**config.mk**
```make
export PLATFORM = sky130hd
export DESIGN_NAME = pss_ram
export DESIGN_NICKNAME = d
export VERILOG_FILES = /design/src/rtl/pss_ram.sv
export SDC_FILE = /design/constraint.sdc
export NUM_CORES = 2
export LEC_CHECK = 0
export BUFFER_PORTS_ARGS = -buffer_cell sky130_fd_sc_hd__buf_2
export CAP_MARGIN = 20
export CORE_MARGIN = 4
export CORE_UTILIZATION = 35
export CTS_CLUSTER_SIZE = 8
export DETAILED_ROUTE_END_ITERATION = 10
export PLACE_DENSITY_LB_ADDON = 0.3
export RECOVER_POWER = 100
export SETUP_SLACK_MARGIN = 0.3
export SKIP_CTS_REPAIR_TIMING = 1
export SYNTH_ARGS = -nofsm -noshare
export SYNTH_HDL_FRONTEND = slang
export SYNTH_SLANG_ARGS = --single-unit
```
**constraint.sdc**
```tcl
create_clock -name clk -period 4 [get_ports clk]
set_clock_uncertainty 0.2 [all_clocks]
set_input_delay 0.2 -clock clk [delete_from_list [all_inputs] [get_ports clk]]
set_output_delay 0.2 -clock clk [all_outputs]
set_load 0.01 [all_outputs]
```
**src/rtl/pss_ram.sv**
```systemverilog
// Generic simple dual-port RAM with registered read.
`default_nettype none
module pss_ram #(
  parameter int unsigned WIDTH = 8,
  parameter int unsigned DEPTH = 256
) (
  input  logic                     clk,
  input  logic                     we,
  input  logic [$clog2(DEPTH)-1:0] waddr,
  input  logic [WIDTH-1:0]         wdata,
  input  logic [$clog2(DEPTH)-1:0] raddr,
  output logic [WIDTH-1:0]         rdata
);

  logic [WIDTH-1:0] mem [DEPTH];

  always_ff @(posedge clk) begin
    if (we) begin
      mem[waddr] <= wdata;
    end
    rdata <= mem[raddr];
  end

endmodule
`default_nettype wire

```
======== Word level (Yosys, flattened, before mapping) ========
Memory sizes are Yosys's and may differ from the RTL's. A register that Yosys moved wholly into a read port is not among the register bits.
Index checks and enable logic that the tools add are counted.
word-level totals
  bits in registers ....................... 0
  bits in writable memories ............... 2048
  input bits .............................. 26
  output and inout port bits .............. 8
  word-level logic and storage cells ...... 3
  memories kept ........................... 1
memory list
  memory  depth  bits a word  rd ports  clocked after memory_dff  wr ports  line  source
  mem     256    8            1         1                         1         15    logic [WIDTH-1:0] mem [DEPTH];
operators by class
  mux-type cells .......................... 2
operators with widths
  cell     count
  $mux W1  2

======== Logic depth before layout (Yosys ltp) ========
  depth in word-level cells ............... 2
  mapped depth ............................ 11
  mapped depth without buffers ............ 6

======== Least setup slack after synthesis ========
OpenSTA, ideal clock, no wires.
  kind .................................... input to register
  from .................................... input raddr[0]
  to ...................................... register rdata[2] (read register of mem)
  setup time .............................. 131 ps
  data arrival time ....................... 2007 ps
  required time ........................... 3669 ps
  path slack .............................. 1662 ps
  stages .................................. 9
  path buffers ............................ 4
  cell sequence ........................... buf_6 > buf_12 > buf_8 > buf_2 > mux4_2 > a22oi_1 > a21oi_1 > nor4_1 > nor4_2
RTL lines
  element      line  source
  from (decl)  11    input logic [$clog2(DEPTH)-1:0] raddr,
  to (decl)    12    output logic [WIDTH-1:0] rdata

==> summary.txt <==
Synth
  • Post-synth design cell area: slightly below 80000 um2
  • Synth Register Bits: roughly 2100
  • Largest cells by area after synthesis: edfxtp_1 (77%), mux4_2 (13%), mux2i_1 (1.7%)
  • Warnings from Yosys: 0
  • Synth cell types: 55
  • Leading area contributor after synthesis: edfxtp_1
  • Mux cell area share after synthesis: between 10% and 20%
  • Post-synth EDFFs: 2048
  • Post-synthesis simple-gate area fraction: under 10%
  • Xor and xnor fraction of the mapped netlist area: 0%
  • Post-Synth Adder-Cell Area: 0%
  • Syn Area/Cell: 21.3 um2
  • Net Count, Synth: 3759
  • Largest family of logic cells by synthesized area: multiplexers
  • Ys flop type: edfxtp_1
  • Async SR Flop Fraction: 0%
  • Top cell type's share of synthesized area: 77.3%
  • Cells after Synth: approximately 3700
  • Compound-Gate Fraction of Synth Area: 3.42%
  • Sequential fraction of the synthesis area: ~78%

STA
  • Slew Limit Fails: 1021
  • RSZ-0062 raised after global routing: false
  • Final Hold Fails: 0
  • Worst slew pin tran: ~3.2 ns
  • Slew headroom: -110%
  • Final setup fails: 0
  • Final Cycle Share: 88.4%
  • TNS Setup: 0 ns
  • Hold slack: 0.0677 ns
  • Fin crit period: 3.54 ns
  • Achievable Freq: 283 MHz

GRT
  • Wire length of the first global-routing pass: 304000 um
  • Largest net degree at the start of global routing: 145
  • Global-route usage over all layers: 17.8%
  • Initial antenna violation count: 14
  • Number of global-route vias before repair: between 40000 and 50000
  • Remaining global-route overflow: 0

Flow run
  • # Max-Cap Violations: 16

Critical path
  • Crit-path max FO: 51
  • Slowest Stage Delay on Critical Path: 0.90 ns
  • Critical Path RT: 4.55 ns
  • Worst endpoint data arrival time: around 4.1 ns
  • Crit-path slowest cell: clkbuf_4
  • Setup crit start kind: input port
  • Critical path class: input port to flip-flop
  • CP endpoint kind: flip-flop
  • Crit path cell chain: clkbuf_4, buf_4, nand3b_1, o22ai_1, o21ai_0, nand3_1, nor4_1, buf_4, nor4_1

Run status
  • Failing checks: max-capacitance violations, max-slew violations
  • Outcome: finished with violations

Clock network
  • Clock latency on the worst-skew pair: 0.91 ns
  • CTS Buffer Depth: 4
  • Clock Sinks: 2056
  • CTS tree: built
  • Clock slew at reported path FFs: roughly 0.05 ns
  • Clk root buf: clkbuf_16
  • CTS Buf Count: 307
  • H-tree depth: 5

Routing
  • DR pass1 iterations: 5
  • Per-cell routed wire length: 29.6 um
  • Vias per cell: 5.60
  • Routed vias: 40000
  • Detail Route Antenna Nets: 0
  • Drt initial violations: 4293
  • DRC Markers: 0
  • DRT Wirelength: 212000 um

Floorplan
  • Initial Utilization: 35.3%
  • Die area: about 230000 um2
  • Row count: 174
  • Die width: 485 um
  • Die height: about 480 um
  • I/O pin cnt: 34
  • Core area: 226000 um2

Power
  • Static Leak: 28.4 nW
  • Worst VDD drop: approximately 320 uV
  • PwrDens: 525 nW/um2

Cells and area
  • # fillers: 19800
  • Reg area: 61700 um2
  • Area of the multi-input gates: 16500 um2
  • Util after Layout: 40.9%
  • Nets: 4135
  • Share of cells above drive strength 1: about a quarter
  • Layout area overhead: 15.9%

Placement
  • DP HPWL: 130000 um
  • I/O Buffers: 33
  • GPL Wtd Cong: ~0.82

Min path
  • Type of the worst min-delay path: input port to flip-flop
[synth_stat cells, types with 3 or more instances]
cell type	count
edfxtp_1	2048
mux4_2	454
nor2_1	282
mux2i_1	134
a22oi_1	133
clkbuf_1	111
a21oi_1	96
o221ai_1	46
nand3_1	34
nand2_1	33
buf_2	31
nor2b_1	31
o22ai_1	28
buf_4	27
nor4_1	24
buf_1	22
nor3_1	22
buf_6	21
a211oi_1	16
a221oi_1	13
buf_8	13
nand4_1	10
o211ai_1	10
o21ai_0	10
a22o_1	8
buf_12	8
dfxtp_1	8
nand2b_1	8
and2_1	6
o22a_1	5
o32ai_1	4
or2_2	4
nor4_2	3
[sequential cells by signal, summed over array words and instances, names as in the netlist]
signal	cells
mem	2048
rdata	8
[worst max-delay path: cells and delay by family]
| kind | cells | cell delay (ns) |
|---|---|---|
| simple gates | 4 | 1.78 |
| buf+inv | 3 | 1.57 |
| compound gates | 2 | 0.43 |
[cell type report]
cell class	instances	area share [%]
Clock buffer	342	8.61
Clock inverter	5	0.0407
Inverter	2	0.00814
Tap cell	2992	4.06
Sequential cell	2056	66.9
Timing Repair Buffer	300	2.49
Antenna cell	5	0.0136
Multi-Input combinational cell	1442	17.9
[per-stage QoR]
| step | area (um2) | power [W] | setup slack (ns) | cells |
|---|---|---|---|---|
| 2_1_floorplan | 79600 | 0.0254 | 1.66 | 3733 |
| 3_3_place_gp | 84600 | 0.0265 | 0.0914 | 6778 |
| 3_5_place_dp | 84600 | 0.0265 | 0.157 | 6778 |
| 4_1_cts | 92500 | 0.0487 | 0.791 | 7125 |
| 5_1_grt | 92200 | 0.0498 | 0.429 | 7142 |
| 6_report | 92200 | 0.0484 | 0.463 | 7144 |
[kinds of logic (layout without fill, tap and decap cells)]
family                 count (synthesis)  count (layout)
AOI/OAI and AO/OA                    385             385
buffers and inverters                235             649
DFF                                 2056            2056
and+or+nand+nor                      466             466
other                                  0               5
muxes                                591             591
[placed cells by master, fill, tap and decap left out, types with 33 or more instances in the layout]
master	n
buf_4	116
nand3_1	34
edfxtp_1	2048
buf_12	35
a21oi_1	96
mux2i_1	134
clkbuf_16	313
clkbuf_1	135
a22oi_1	133
mux4_2	454
nand2_1	33
nor2_1	279
o221ai_1	46
[per-layer routing]
metal  track usage, %  up-vias  part of all wire, %
met5                0        -               0.0033
met4             5.48        2                  3.1
met3             3.43      383                  7.0
met2             27.7     1635                   47
met1             25.4    21600                   43
li1                 -    16400                    -
[where the power goes]
| group | total, W | switching (W) | internal, W |
|---|---|---|---|
| Sequential | 0.0239 | 0.0000468 | 0.0238 |
| Combinational | 0.00225 | 0.00147 | 0.000785 |
| Clock | 0.0222 | 0.00851 | 0.0137 |
| Total | 0.0484 | 0.0100 | 0.0383 |
[path summary, 6_finish.rpt]
check | start | endpoint | slack, ns | depth (start not counted)
worst min register to register | mem[13][6]$_DFFE_PP_ | rdata[6]$_DFF_P_ | 0.95 | 6
worst max register to register | mem[101][0]$_DFFE_PP_ | rdata[0]$_DFF_P_ | 0.84 | 7
worst min-delay path | waddr[7] | mem[254][6]$_DFFE_PP_ | 0.07 | 3
worst max-delay path | raddr[1] | rdata[1]$_DFF_P_ | 0.46 | 9
Note: power is estimated with default switching activity, not from simulation.
