`config.mk`:
```
export PLATFORM = sky130hd
export DESIGN_NAME = pss_div
export DESIGN_NICKNAME = d
export VERILOG_FILES = /design/src/rtl/pss_div.sv
export SDC_FILE = /design/constraint.sdc
export NUM_CORES = 1
export LEC_CHECK = 0
export BUFFER_PORTS_ARGS = -buffer_cell sky130_fd_sc_hd__buf_4
export CORE_UTILIZATION = 49
export DETAILED_ROUTE_END_ITERATION = 12
export PLACE_DENSITY_LB_ADDON = 0.25
export SETUP_SLACK_MARGIN = 0.2
export SKIP_LAST_GASP = 1
export SLEW_MARGIN = 30
export SYNTH_ARGS = -nofsm -noshare
export SYNTH_HDL_FRONTEND = slang
export SYNTH_SLANG_ARGS = --single-unit
```
`constraint.sdc`:
```
create_clock -name clk -period 5.17 [get_ports clk]
set_input_delay 0.517 -clock clk [delete_from_list [all_inputs] [get_ports clk]]
set_output_delay 0.517 -clock clk [all_outputs]
set_load 0.05 [all_outputs]
```
`src/rtl/pss_div.sv`:
```
// Restoring divider, one quotient bit per cycle.
`default_nettype none
module pss_div #(
  parameter int unsigned DVD_W = 23,
  parameter int unsigned DVS_W = 7
) (
  input  logic             clk,
  input  logic             rst,
  input  logic             start,
  input  logic [DVD_W-1:0] dividend,
  input  logic [DVS_W-1:0] divisor,
  output logic             done,
  output logic [DVD_W-1:0] quotient
);

  localparam int unsigned CNT_W = $clog2(DVD_W);

  logic             running;
  logic [CNT_W-1:0] count;
  logic [DVS_W-1:0] rem;
  logic [DVS_W-1:0] dvs;
  logic [DVS_W:0]   trial;
  logic [DVS_W:0]   diff;
  logic             fits;

  assign trial = {rem, quotient[DVD_W-1]};
  assign diff  = trial - {1'b0, dvs};
  assign fits  = trial >= {1'b0, dvs};

  always_ff @(posedge clk) begin
    if (rst) begin
      running <= 1'b0;
      done    <= 1'b0;
      count   <= '0;
    end else begin
      done <= 1'b0;
      if (start) begin
        running <= 1'b1;
        count   <= '0;
      end else if (running) begin
        count <= count + CNT_W'(1);
        if (count == CNT_W'(DVD_W - 1)) begin
          running <= 1'b0;
          done    <= 1'b1;
        end
      end
    end
  end

  always_ff @(posedge clk) begin
    if (start) begin
      rem      <= '0;
      dvs      <= divisor;
      quotient <= dividend;
    end else if (running) begin
      rem      <= fits ? diff[DVS_W-1:0] : trial[DVS_W-1:0];
      quotient <= {quotient[DVD_W-2:0], fits};
    end
  end

endmodule
`default_nettype wire

```
; ---- After elaboration in Yosys (flattened, before gate mapping)
; Cells that the tools add are included.
[totals]
register_bits = 44
mem_bits_rw = 0
mem_bits_ro = 0
wordCells = 21
latchBits = 0
mem_count = 0
out_inout_bits = 24
[op_classes]
n_reduce_logical = 3
n_lt_le_gt_ge = 1
div = 0
n_shift = 0
bitwise = 1
n_mux = 7
mul = 0
addsub = 2
n_eq_ne = 1
[op_table]
columns = cell, count
row1 = 2-to-1 mux 23 bit, 2
row2 = >= comparator 8 x 7 -> 1 bit, 1
row3 = 2-to-1 mux 7 bit, 1
row4 = subtractor 7 bit, 1
row5 = "adder 5 x 1 -> 5 bit, second input constant", 1
row6 = "== test 5 bit, second input constant", 1
row7 = 2-to-1 mux 1 bit, 4
row8 = OR reduction 3 bit, 1
row9 = nonzero test 2 bit, 1
row10 = OR reduction 2 bit, 1
row11 = inverter 1 bit, 1

; ---- Logic depth before layout (Yosys ltp)
; Gate-level depths: netlist of the first run.
[logic_depth]
word_depth = 4
depth_mapped = 9
depth_no_buf = 7

; ---- Worst setup path before layout of the first run
; Ideal clock, no wire load.
[synth_path]
path_type = reg2reg
start = reg quotient[22]
end = reg rem[2]
n_path_buf = 2
arrival_ps = 2498
path_slack_ps = 2584
setup_ps = 88
stages_incl_launch_ff = 10
required_time_ps = 5082
cell_sequence = edfxtp_1 inv_1 ha_1 fa_1 nand2b_2 a211o_1 buf_6 and3_1 buf_6 a311oi_2
[synth_via]
elab_chain_cells = 2
[synth_rtl]
columns = element, line_no
row1 = "start, declared", 13  ; output logic [DVD_W-1:0] quotient
row2 = "start signal, assigned", 54  ; quotient <= dividend;
row3 = "start signal, assigned", 57  ; quotient <= {quotient[DVD_W-2:0], fits};
row4 = subtractor 7 bit / >= comparator 8 x 7 -> 1 bit (equally long branches), "27, 28"
row5 = 2-to-1 mux 7 bit *, 56  ; rem <= fits ? diff[DVS_W-1:0] : trial[DVS_W-1:0];
row6 = "end signal, assigned", 56
row7 = "end, declared", 20  ; logic [DVS_W-1:0] rem;
; Mark *: on every way between the ends. The rest lies on a longest branch, timed or not.
; A chain may end at the register's enable or synchronous reset.

; ---- Worst setup path in the final report of the first run
[layout_path]
start = reg quotient[22]
end = reg rem[0]
; The elaborated chain is that of the path after synthesis.

==> impl_metrics.env, run 1 <==
export IMPL_wirelength_mm=4.39
export IMPL_io_pin_count=57
export IMPL_rr_worst_depth=7
export IMPL_numCtsBuffers=5
export IMPL_grt_pass1_wl_mm=7.43
export IMPL_die_w_um=70.0
export IMPL_avgSynthCellArea_um2=12.0
export IMPL_synth_seq_cells=44
export IMPL_clk_path_buf_depth=2
export IMPL_synthDominantCellAreaShare=0.398
export IMPL_worst_pin_slew_ns=0.825
export IMPL_hold_viol_final=0
export IMPL_setup_violations=0
export IMPL_synth_compound_area_frac=0.119
export IMPL_drt_iter0_drc=73
export IMPL_rsz0062_at_grt="no"
export IMPL_r2r_slack_ns=2.81
export IMPL_dieArea_um2=4900
export IMPL_synth_xor_area_frac=0.0271
export IMPL_synth_edff_count=30
export IMPL_required_ns=5.38
export IMPL_tritoncts="done"
export IMPL_path_class="reg -> reg"
export IMPL_crit_fanout=9
export IMPL_design_core_area_um2=4380
export IMPL_avgViaCountPerCell=5.50
export IMPL_grt_ovfl_total=0
export IMPL_syn_inst=188
export IMPL_antenna_found_initial=0
export IMPL_startpoint="quotient[22]"
export IMPL_slew_violations=0
export IMPL_fin_crit_sh=0.456
export IMPL_yosysTopAreaCell="edfxtp_1"
export IMPL_h_tree_depth=2
export IMPL_finalNetCount=284
export IMPL_whs_path_depth=2
export IMPL_cts_resized=0
export IMPL_cts_hold_fix_buffers=0
export IMPL_fp_row_count=24
export IMPL_relSlewSlack=0.449
export IMPL_p_leak_nw=1.13
export IMPL_layout_common_cells="buf_4 (56), edfxtp_1 (30), mux2_2 (22)"
export IMPL_ys_flop_type="edfxtp_1"
export IMPL_ys_types=49
export IMPL_synth_fa_ha_area_frac=0.0586
export IMPL_p_total_w=0.000883
export IMPL_diodes=0
export IMPL_grt_max_degree=48
export IMPL_synthArstFlopShare=0
export IMPL_r2r_end="rem[0]"
export IMPL_syn2layout_area_growth_pct=23.5
export IMPL_clk_latency_ns=0.30
export IMPL_io_buffers=56
export IMPL_ant_nets=0
export IMPL_ir_drop_mv=0.189
export IMPL_grt_use_total=0.193
export IMPL_crit_path_start_kind="flop"
export IMPL_synth_warnings=0
export IMPL_routabilityCongestion=0.803
export IMPL_synth_seq_area_share=0.522
export IMPL_arrival_ns=2.57
export IMPL_finalSetupTns_ns=0
export IMPL_cp_endpoint="rem[0]"
export IMPL_endpoint_kind="flop"
export IMPL_drv_cap=0
export IMPL_first_pass_iters=4
export IMPL_skew_ns=0.00698
export IMPL_synth_top_family_by_area="compound AO/OA/AOI/OAI gates"
export IMPL_status="completed"
export IMPL_final_common_cell="buf_4"
export IMPL_wl_per_cell_um=14.9
export IMPL_clk_pin_slew_ns=0.08
export IMPL_cts_sinks=44
export IMPL_fill_cells=346
export IMPL_syn_area_um2=2260
export IMPL_max_freq_mhz=424
export IMPL_syn_nets=231
export IMPL_drc=0
export IMPL_vias=1616
export IMPL_first_global_vias=1684
export IMPL_synth_area_top_cells="edfxtp_1 (40%), dfxtp_1 (12%), mux2_2 (11%), ha_1 (5.0%), nor2_1 (2.3%)"
export IMPL_power_density_nw_per_um2=316
export IMPL_cts_setup_buffers=0
export IMPL_r2r_start="quotient[22]"
export IMPL_start_util=0.516
export IMPL_dp_hpwl_mm=3.06
export IMPL_period_needed_ns=2.36
export IMPL_synth_mux_area_fraction=0.114
export IMPL_cts_root_buf="clkbuf_8"
export IMPL_die_h_um=70.0
export IMPL_holdCritPathClass="in -> reg"
export IMPL_yosys_area_share_simple=0.114
export IMPL_layout_drive_gt1_share=0.393
[synthesized netlist by cell type (5+ instances only)]
master,count
clkbuf_1,5
dfxtp_1,14
edfxtp_1,30
ha_1,9
inv_1,13
mux2_2,22
nand2_1,7
nor2_1,14
[power breakdown]
group,switching (W),internal (W)
logic,0.000131,0.0000852
clock network,0.000115,0.000122
registers,0.0000193,0.000410
[cell type report]
cell class,count,area (µm²),area share
repair buffers,56,420,0.150
flip-flops and latches,44,1180,0.423
inverters,13,48.8,0.0175
multi-input cells,121,980,0.350
clock buffers,8,100,0.0358
well taps,52,65.1,0.0233
[flip-flops by register name, summed over array words and instances, names as in the netlist]
| name | flops |
|---|---|
| running | 1 |
| rem | 7 |
| quotient | 23 |
| done | 1 |
| dvs | 7 |
| count | 5 |
[kinds of logic after synthesis]
group	after synthesis
muxes	23
AOI/OAI and AO/OA	33
DFF	44
and+or+nand+nor	48
xor gates and xnor gates	7
adders and majority gates	10
buffers and inverters	23
[worst max-delay path, cell delays in order, from the launching register on]
cell,delay [ns]
edfxtp_1,0.36
inv_1,0.07
ha_1,0.23
fa_1,0.40
nand2b_2,0.22
a211o_1,0.38
and3_1,0.32
a311oi_2,0.29
[worst min path at each step]
stage,startpoint,end
after detailed placement,count[1],count[1]
after global routing,rst,running
final,rst,running
after floorplan,count[4],count[4]
after global placement,count[4],count[4]
after CTS,rst,running
[through the flow]
stage | hold WS (ns) | instance area, µm² | setup WS [ns] | util | cells
2_1_floorplan | 0.479 | 2260 | 2.58 | - | 188
4_1_cts | 0.364 | 2800 | 2.81 | 0.638 | 294
3_5_place_dp | 0.514 | 2700 | 2.85 | 0.615 | 286
5_1_grt | 0.372 | 2800 | 2.68 | 0.638 | 294
6_report | 0.377 | 2800 | 2.81 | 0.638 | 294
3_3_place_gp | 0.501 | 2700 | 2.93 | 0.615 | 286
[per-layer routing]
metal  vias to the layer above  wire, µm  global-route usage
li1                        804         -                   -
met1                       754      2050               0.256
met2                        52      1990               0.302
met3                         6       301              0.0606
met4                         0        56              0.0600
met5                         -         0                   0
No activity file was read; power rests on OpenSTA's default activity.
==> run 2: changes to the inputs <==
CORE_UTILIZATION = 48   (was 49)
clock period = 1.9 ns   (was 5.17 ns; I/O delays follow)
==> impl_metrics.env, run 2 (synthesized netlist as in run 1, its figures left out) <==
export IMPL_whs_ns=0.0479
export IMPL_cp_endpoint="rem[0]"
export IMPL_cts_sinks=44
export IMPL_endpoint_kind="flop"
export IMPL_first_global_vias=1604
export IMPL_required_ns=2.07
export IMPL_clk_latency_ns=0.30
export IMPL_final_common_cell="buf_4"
export IMPL_r2r_slack_ns=-0.08
export IMPL_crit_path_start_kind="flop"
export IMPL_clk_pin_slew_ns=0.08
export IMPL_worst_pin_slew_ns=0.533
export IMPL_start_util=0.509
export IMPL_cts_root_buf="clkbuf_8"
export IMPL_crit_fanout=5
export IMPL_avgViaCountPerCell=5.44
export IMPL_rr_worst_depth=7
export IMPL_fin_area_um2=3000
export IMPL_syn2layout_area_growth_pct=32.7
export IMPL_fin_crit_sh=1.04
export IMPL_hold_start="rst"
export IMPL_diodes=0
export IMPL_holdCritPathClass="in -> reg"
export IMPL_rsz0062_at_grt="yes"
export IMPL_io_buffers=56
export IMPL_hold_viol_final=0
export IMPL_grt_use_total=0.196
export IMPL_placed_cell_area_um2=2840
export IMPL_die_h_um=70.7
export IMPL_setup_violations=6
export IMPL_max_freq_mhz=504
export IMPL_grt_ovfl_total=0
export IMPL_p_leak_nw=1.22
export IMPL_antenna_found_initial=0
export IMPL_wirelength_mm=4.46
export IMPL_h_tree_depth=2
export IMPL_path_class="reg -> reg"
export IMPL_dieArea_um2=4990
export IMPL_largest_reg_flops=23
export IMPL_grt_max_degree=48
export IMPL_multi_input_area_um2=1050
export IMPL_layout_common_cells="buf_4 (68), edfxtp_1 (30), mux2_2 (22)"
export IMPL_cts_setup_buffers=0
export IMPL_ir_drop_mv=0.612
export IMPL_period_needed_ns=1.98
export IMPL_die_w_um=70.7
export IMPL_fp_row_count=24
export IMPL_skew_ns=0.00755
export IMPL_layout_setup_ws_ns=-0.0829
export IMPL_ant_nets=0
export IMPL_vias=1675
export IMPL_slew_violations=0
export IMPL_status="complete, but fails checks"
export IMPL_drt_iter0_drc=80
export IMPL_regMostFlops="quotient"
export IMPL_relSlewSlack=0.645
export IMPL_r2r_start="dvs[0]"
export IMPL_seqCellArea_um2=1180
export IMPL_io_pin_count=57
export IMPL_cts_hold_fix_buffers=0
export IMPL_r2r_end="rem[0]"
export IMPL_numCtsBuffers=5
export IMPL_wl_per_cell_um=14.5
export IMPL_drv_cap=0
export IMPL_startpoint="dvs[0]"
export IMPL_arrival_ns=2.15
export IMPL_power_density_nw_per_um2=853
export IMPL_grt_pass1_wl_mm=7.56
export IMPL_layout_drive_gt1_share=0.469
export IMPL_routabilityCongestion=0.852
export IMPL_largestRegisters="quotient (23), dvs (7), rem (7)"
export IMPL_design_core_area_um2=4440
export IMPL_violations="negative setup slack"
export IMPL_clk_path_buf_depth=2
export IMPL_drc=0
export IMPL_finalNetCount=298
export IMPL_dp_hpwl_mm=3.21
export IMPL_first_pass_iters=4
export IMPL_fill_cells=352
export IMPL_tritoncts="done"
## run 2: worst min-delay path by stage
stage	endpoint	slack (ns)	cells past startpoint
after floorplan	running	0.26	1
after global placement	running	0.36	2
after detailed placement	running	0.36	2
after CTS	running	0.04	2
after global routing	running	0.04	2
final	running	0.05	2
## run 2: through the flow
step / setup WS, ns / cells / TNS (ns) / util / total power (W)
after detailed placement: -0.0762 / 300 / -0.381 / 0.639 / 0.00183
final: -0.0829 / 308 / -0.257 / 0.676 / 0.00256
after floorplan: -0.502 / 188 / -3.37 / - / 0.00161
after global routing: -0.139 / 308 / -0.773 / 0.676 / 0.00268
after global placement: -0.0344 / 300 / -0.186 / 0.639 / 0.00183
after CTS: -0.0873 / 308 / -0.409 / 0.665 / 0.00257
## run 2: critical path: stages (launching register included)
cell      delay (ns)
edfxtp_1        0.42
ha_4            0.18
fa_2            0.33
nand2b_4        0.15
a211o_4         0.36
buf_4           0.14
a31oi_1         0.20
a311oi_2        0.07
## run 2: final cells by class
type	count	share of cell area
flip-flops and latches	44	0.393
well taps	52	0.0217
repair buffers	70	0.180
multi-input cells	121	0.350
inverters	13	0.0162
clock inverters	2	0.0112
clock buffers	6	0.0275
## run 2: timing repair
| action | 4_1_cts | 5_1_grt |
|---|---|---|
| resized for setup | 1 | 8 |
| gates cloned | 0 | 0 |
| pin swaps | 0 | 8 |
| endpoints found under the setup margin | 8 | 8 |
## run 2: routing by layer
metal  vias to the layer above  GRT usage  wire (µm)
met2                        47      0.288       2170
met3                         8     0.0598        263
met1                       787      0.276       1960
li1                        833          -          -
met5                         -          0          0
met4                         0     0.0756         72
## run 2: power by group
part           internal (W)  total, W  switching (W)
combinational      0.000279  0.000670       0.000391
sequential          0.00112   0.00116      0.0000433
clock              0.000423  0.000733       0.000310
